**src/rtl/core/mics_mulsh.sv**
```systemverilog
// Signed product with a rounding right shift, half away from zero, in three stages.
module mics_mulsh #(
  parameter int AW = 40,
  parameter int BW = 33,
  parameter int S  = 32,
  parameter int RW = 40,
  parameter int SW = 1
) (
  input  logic                 clk,
  input  logic                 rst_n,
  input  logic                 en,
  input  logic                 in_vld,
  input  logic signed [AW-1:0] in_a,
  input  logic signed [BW-1:0] in_b,
  input  logic [SW-1:0]        in_side,
  output logic                 out_vld,
  output logic signed [RW-1:0] out_res,
  output logic [SW-1:0]        out_side
);

  localparam int PW = AW + BW;

  logic [2:0]           vld_r;
  logic                 neg1_r, neg2_r;
  logic [AW-1:0]        ma_r;
  logic [BW-1:0]        mb_r;
  logic [PW-1:0]        prod_r;
  logic [SW-1:0]        side1_r, side2_r, side3_r;
  logic [PW:0]          rnd;
  logic [PW:0]          shr;
  logic [RW-1:0]        mag;
  logic signed [RW-1:0] res_nxt;
  logic signed [RW-1:0] res_r;

  always_comb begin
    rnd     = {1'b0, prod_r} + ((PW + 1)'(1) << (S - 1));
    shr     = rnd >> S;
    // The magnitude is limited to 63 bits before the sign is applied.
    mag     = RW'(shr[62:0]);
    res_nxt = neg2_r ? -$signed(mag) : $signed(mag);
  end

  always_ff @(posedge clk) begin
    if (!rst_n) begin
      vld_r <= '0;
    end else if (en) begin
      vld_r <= {vld_r[1:0], in_vld};
    end
  end

  always_ff @(posedge clk) begin
    if (en) begin
      neg1_r  <= in_a[AW-1] ^ in_b[BW-1];
      ma_r    <= in_a[AW-1] ? AW'(-in_a) : AW'(in_a);
      mb_r    <= in_b[BW-1] ? BW'(-in_b) : BW'(in_b);
      side1_r <= in_side;
      neg2_r  <= neg1_r;
      prod_r  <= PW'(ma_r) * PW'(mb_r);
      side2_r <= side1_r;
      res_r   <= res_nxt;
      side3_r <= side2_r;
    end
  end

  assign out_vld  = vld_r[2];
  assign out_res  = res_r;
  assign out_side = side3_r;

endmodule

```
**config.mk**
```make
export PLATFORM = sky130hd
export DESIGN_NAME = mics_mulsh
export DESIGN_NICKNAME = d
export VERILOG_FILES = /design/src/rtl/core/mics_mulsh.sv
export SDC_FILE = /design/constraint.sdc
export NUM_CORES = 2
export LEC_CHECK = 0
export BUFFER_PORTS_ARGS = -buffer_cell sky130_fd_sc_hd__buf_2
export CAP_MARGIN = 20
export CORE_ASPECT_RATIO = 1.25
export CORE_UTILIZATION = 40
export CTS_CLUSTER_DIAMETER = 60
export DETAILED_ROUTE_END_ITERATION = 6
export HOLD_SLACK_MARGIN = 0.02
export SLEW_MARGIN = 20
export SYNTH_ARGS = -nofsm -noshare
export SYNTH_HDL_FRONTEND = slang
export SYNTH_SLANG_ARGS = --single-unit
```
**constraint.sdc**
```tcl
create_clock -name clk -period 20.5 [get_ports clk]
set_input_delay 4.1 -clock clk [delete_from_list [all_inputs] [get_ports clk]]
set_output_delay 4.1 -clock clk [all_outputs]
set_load 0.01 [all_outputs]
```
==> summary.txt <==
Global routing
  – Global route total overflow: 0
  – Vias in the first global route: 39900
  – GRT Util Overall: 0.239
  – First-pass GRT wire length: 226 mm
  – Largest net degree at the start of global routing: 74
  – Initial antenna violation count: 1

Critical path
  – Max Fanout on Critical Path: 22
  – Startpoint types: flip-flop
  – Worst EP arrival: 9590 ps
  – Crit path largest cell delay: 660 ps
  – Critical Path RT: 20740 ps
  – CP delay by family, top: adder cells
  – Crit path launch: ma_r[27]$_DFFE_PP_
  – Most used cell, CP: fa_1
  – Slowest cell on crit path: or4b_2
  – Worst path bufs/invs: 6
  – Crit. End Element: flip-flop
  – Reg2reg start: ma_r[27]$_DFFE_PP_
  – Crit Path Class: flip-flop to flip-flop

Placement
  – DP HPWL: 105 mm
  – Final Wtd Congestion: 0.911
  – Port Buffers: 119

Yosys
  – Net Count, Synth: 6885
  – Synth cell types: 78
  – Post-Syn Area per Cell: 9.21 µm²
  – Yosys warning total: 0
  – Main synth FF type: edfxtp_1
  – Synth top area share: 0.475
  – Synth Instances: 5368
  – Post-synthesis register bit count: 162
  – Area contributors post-synth: fa_1 (48%), edfxtp_1 (9.7%), inv_1 (9.6%), nand2_1 (7.6%), ha_1 (6.7%)
  – Sequential area share after synthesis: 0.0978
  – Async set-reset flop share out of synthesis: 0
  – Mapped Area: 49400 µm²
  – Yosys top cell by area: fa_1
  – EDFF count, synth: 159

CTS
  – CTS max path bufs: 2
  – CTS clk-pin slew, worst paths: 80 ps
  – H-tree Lvls: 4
  – Setup bufs post-CTS: 0
  – Num CTS Buffers: 17
  – Hold_buf cts: 0
  – CTS tree: yes
  – Clock Root Buffer: clkbuf_16
  – Post-cts sizing count: 0
  – Clock Latency Late Sink: 510 ps
  – # clock sinks: 162

Routing
  – Via-to-Cell Ratio: 5.23
  – Drt total wl: 143 mm
  – Vias: 36000
  – Drt first pass iters: 5
  – Routed wire per std cell: 20.7 µm
  – Iter 0 DRT Violations: 2066
  – ANT nets after route: 0
  – DRC Markers: 0

Timing
  – Skew final: 18.9 ps
  – Setup-failing EPs final: 0
  – Slew @ Worst Pin: 1030 ps
  – Final hold vios: 0
  – Max Freq: 107 MHz
  – Period utilization: 0.456
  – Setup TNS: 0 ps
  – Tmin final: 9350 ps
  – RSZ-0062 raised after global routing: false
  – Pins over their slew limit: 0
  – Rel. slew slack: 0.310

Floorplan
  – Die Width: 316 µm
  – Core area: 122000 µm²
  – I/O pin cnt: 120
  – Starting Density: 0.405
  – # rows: 143
  – Die H: 395 µm
  – Full die area: 125000 µm²

Worst hold path
  – Worst hold path type: flip-flop to flip-flop
  – Min-delay src: neg1_r$_DFFE_PP_

Layout
  – Area grow syn2layout: 5.28%
  – Layout cells sized above 1: 0.0487
  – Leading cell type in the layout, fill and taps excluded: inv_1
  – Filler instances: 12000
  – Final net count: 6805
  – Most frequent cells in the layout: inv_1 (1263), fa_1 (1173), nand2_1 (1004), and2_1 (433), ha_1 (266)

Status
  – Status: complete, no violations

Job
  – MaxCap Viol Count: 0
-- cell type report --
class | count | area [µm²] | area share
diodes | 1 | 2.50 | 0.0000481
inverters | 1263 | 4740 | 0.0911
clock buffers | 20 | 447 | 0.00858
well taps | 1595 | 2000 | 0.0384
clock inverters | 12 | 146 | 0.00281
multi-input cells | 3648 | 38700 | 0.743
repair buffers | 196 | 1200 | 0.0231
flip-flops and latches | 162 | 4830 | 0.0929
-- routing by layer --
metal	part of all wire	up-vias	track usage
met2	0.55	1072	0.453
met3	0.039	520	0.0232
li1	-	15600	-
met1	0.33	18900	0.246
met5	0	-	0
met4	0.077	0	0.158
-- cell usage after synthesis (4+ instances only) --
library cell,count
inv_1,1263
fa_1,1173
nand2_1,1004
and2_1,433
clkbuf_1,281
ha_1,266
edfxtp_1,159
xnor2_1,151
o21ai_0,74
a21oi_1,72
nor2_1,62
xor2_1,47
nand3_1,41
a21o_1,36
o31ai_1,32
nand4_1,21
nor3_1,18
or3_1,18
or4_1,14
nor2b_1,13
a31oi_1,12
nor4_1,12
o41ai_1,12
and3_1,11
nand2b_1,9
o21bai_1,9
and4_1,7
mux2i_1,7
o211ai_1,7
o21a_1,6
a211oi_1,5
a221oi_1,5
buf_6,5
a21boi_0,4
a22oi_1,4
buf_2,4
-- flip-flops by register name, summed over array words and instances (netlist names) --
register	cells
out_side	1
side1_r	1
ma_r	40
neg2_r	1
mb_r	33
neg1_r	1
out_res	40
vld_r	3
prod_r	41
side2_r	1
-- stage by stage --
step	worst slack [ps]	utilization	hold slack, ps	std cells	cell area, µm²
after CTS	10940	0.426	427	6895	52000
after global routing	10670	0.426	440	6896	52000
after floorplan	12600	-	400	5368	49400
after global placement	11100	0.421	402	6863	51400
final	11150	0.426	425	6897	52000
after detailed placement	10990	0.421	411	6863	51400
-- worst paths after layout --
check | end | depth (start not counted) | slack, ps
max | prod_r[68]$_DFFE_PP_ | 25 | 11150
min | neg2_r$_DFFE_PP_ | 0 | 420
max reg2reg | prod_r[68]$_DFFE_PP_ | 25 | 11150
min reg2reg | neg2_r$_DFFE_PP_ | 0 | 420
-- kinds of logic (layout without fill, tap and decap cells) --
kind of cell    Yosys count  after routing  synth area share
simple gates           1698           1698             0.163
compound gates          303            303            0.0395
mux                      10             10           0.00210
fa+ha+maj              1439           1439             0.542
flops                   162            162            0.0978
xor+xnor                198            198            0.0351
buf+inv                1558           1491             0.120
other cells               0              1                 0
Power is left out: the tool's default activity adds up to more than one toggle a clock period on the data nets, which glitch-free logic cannot reach.
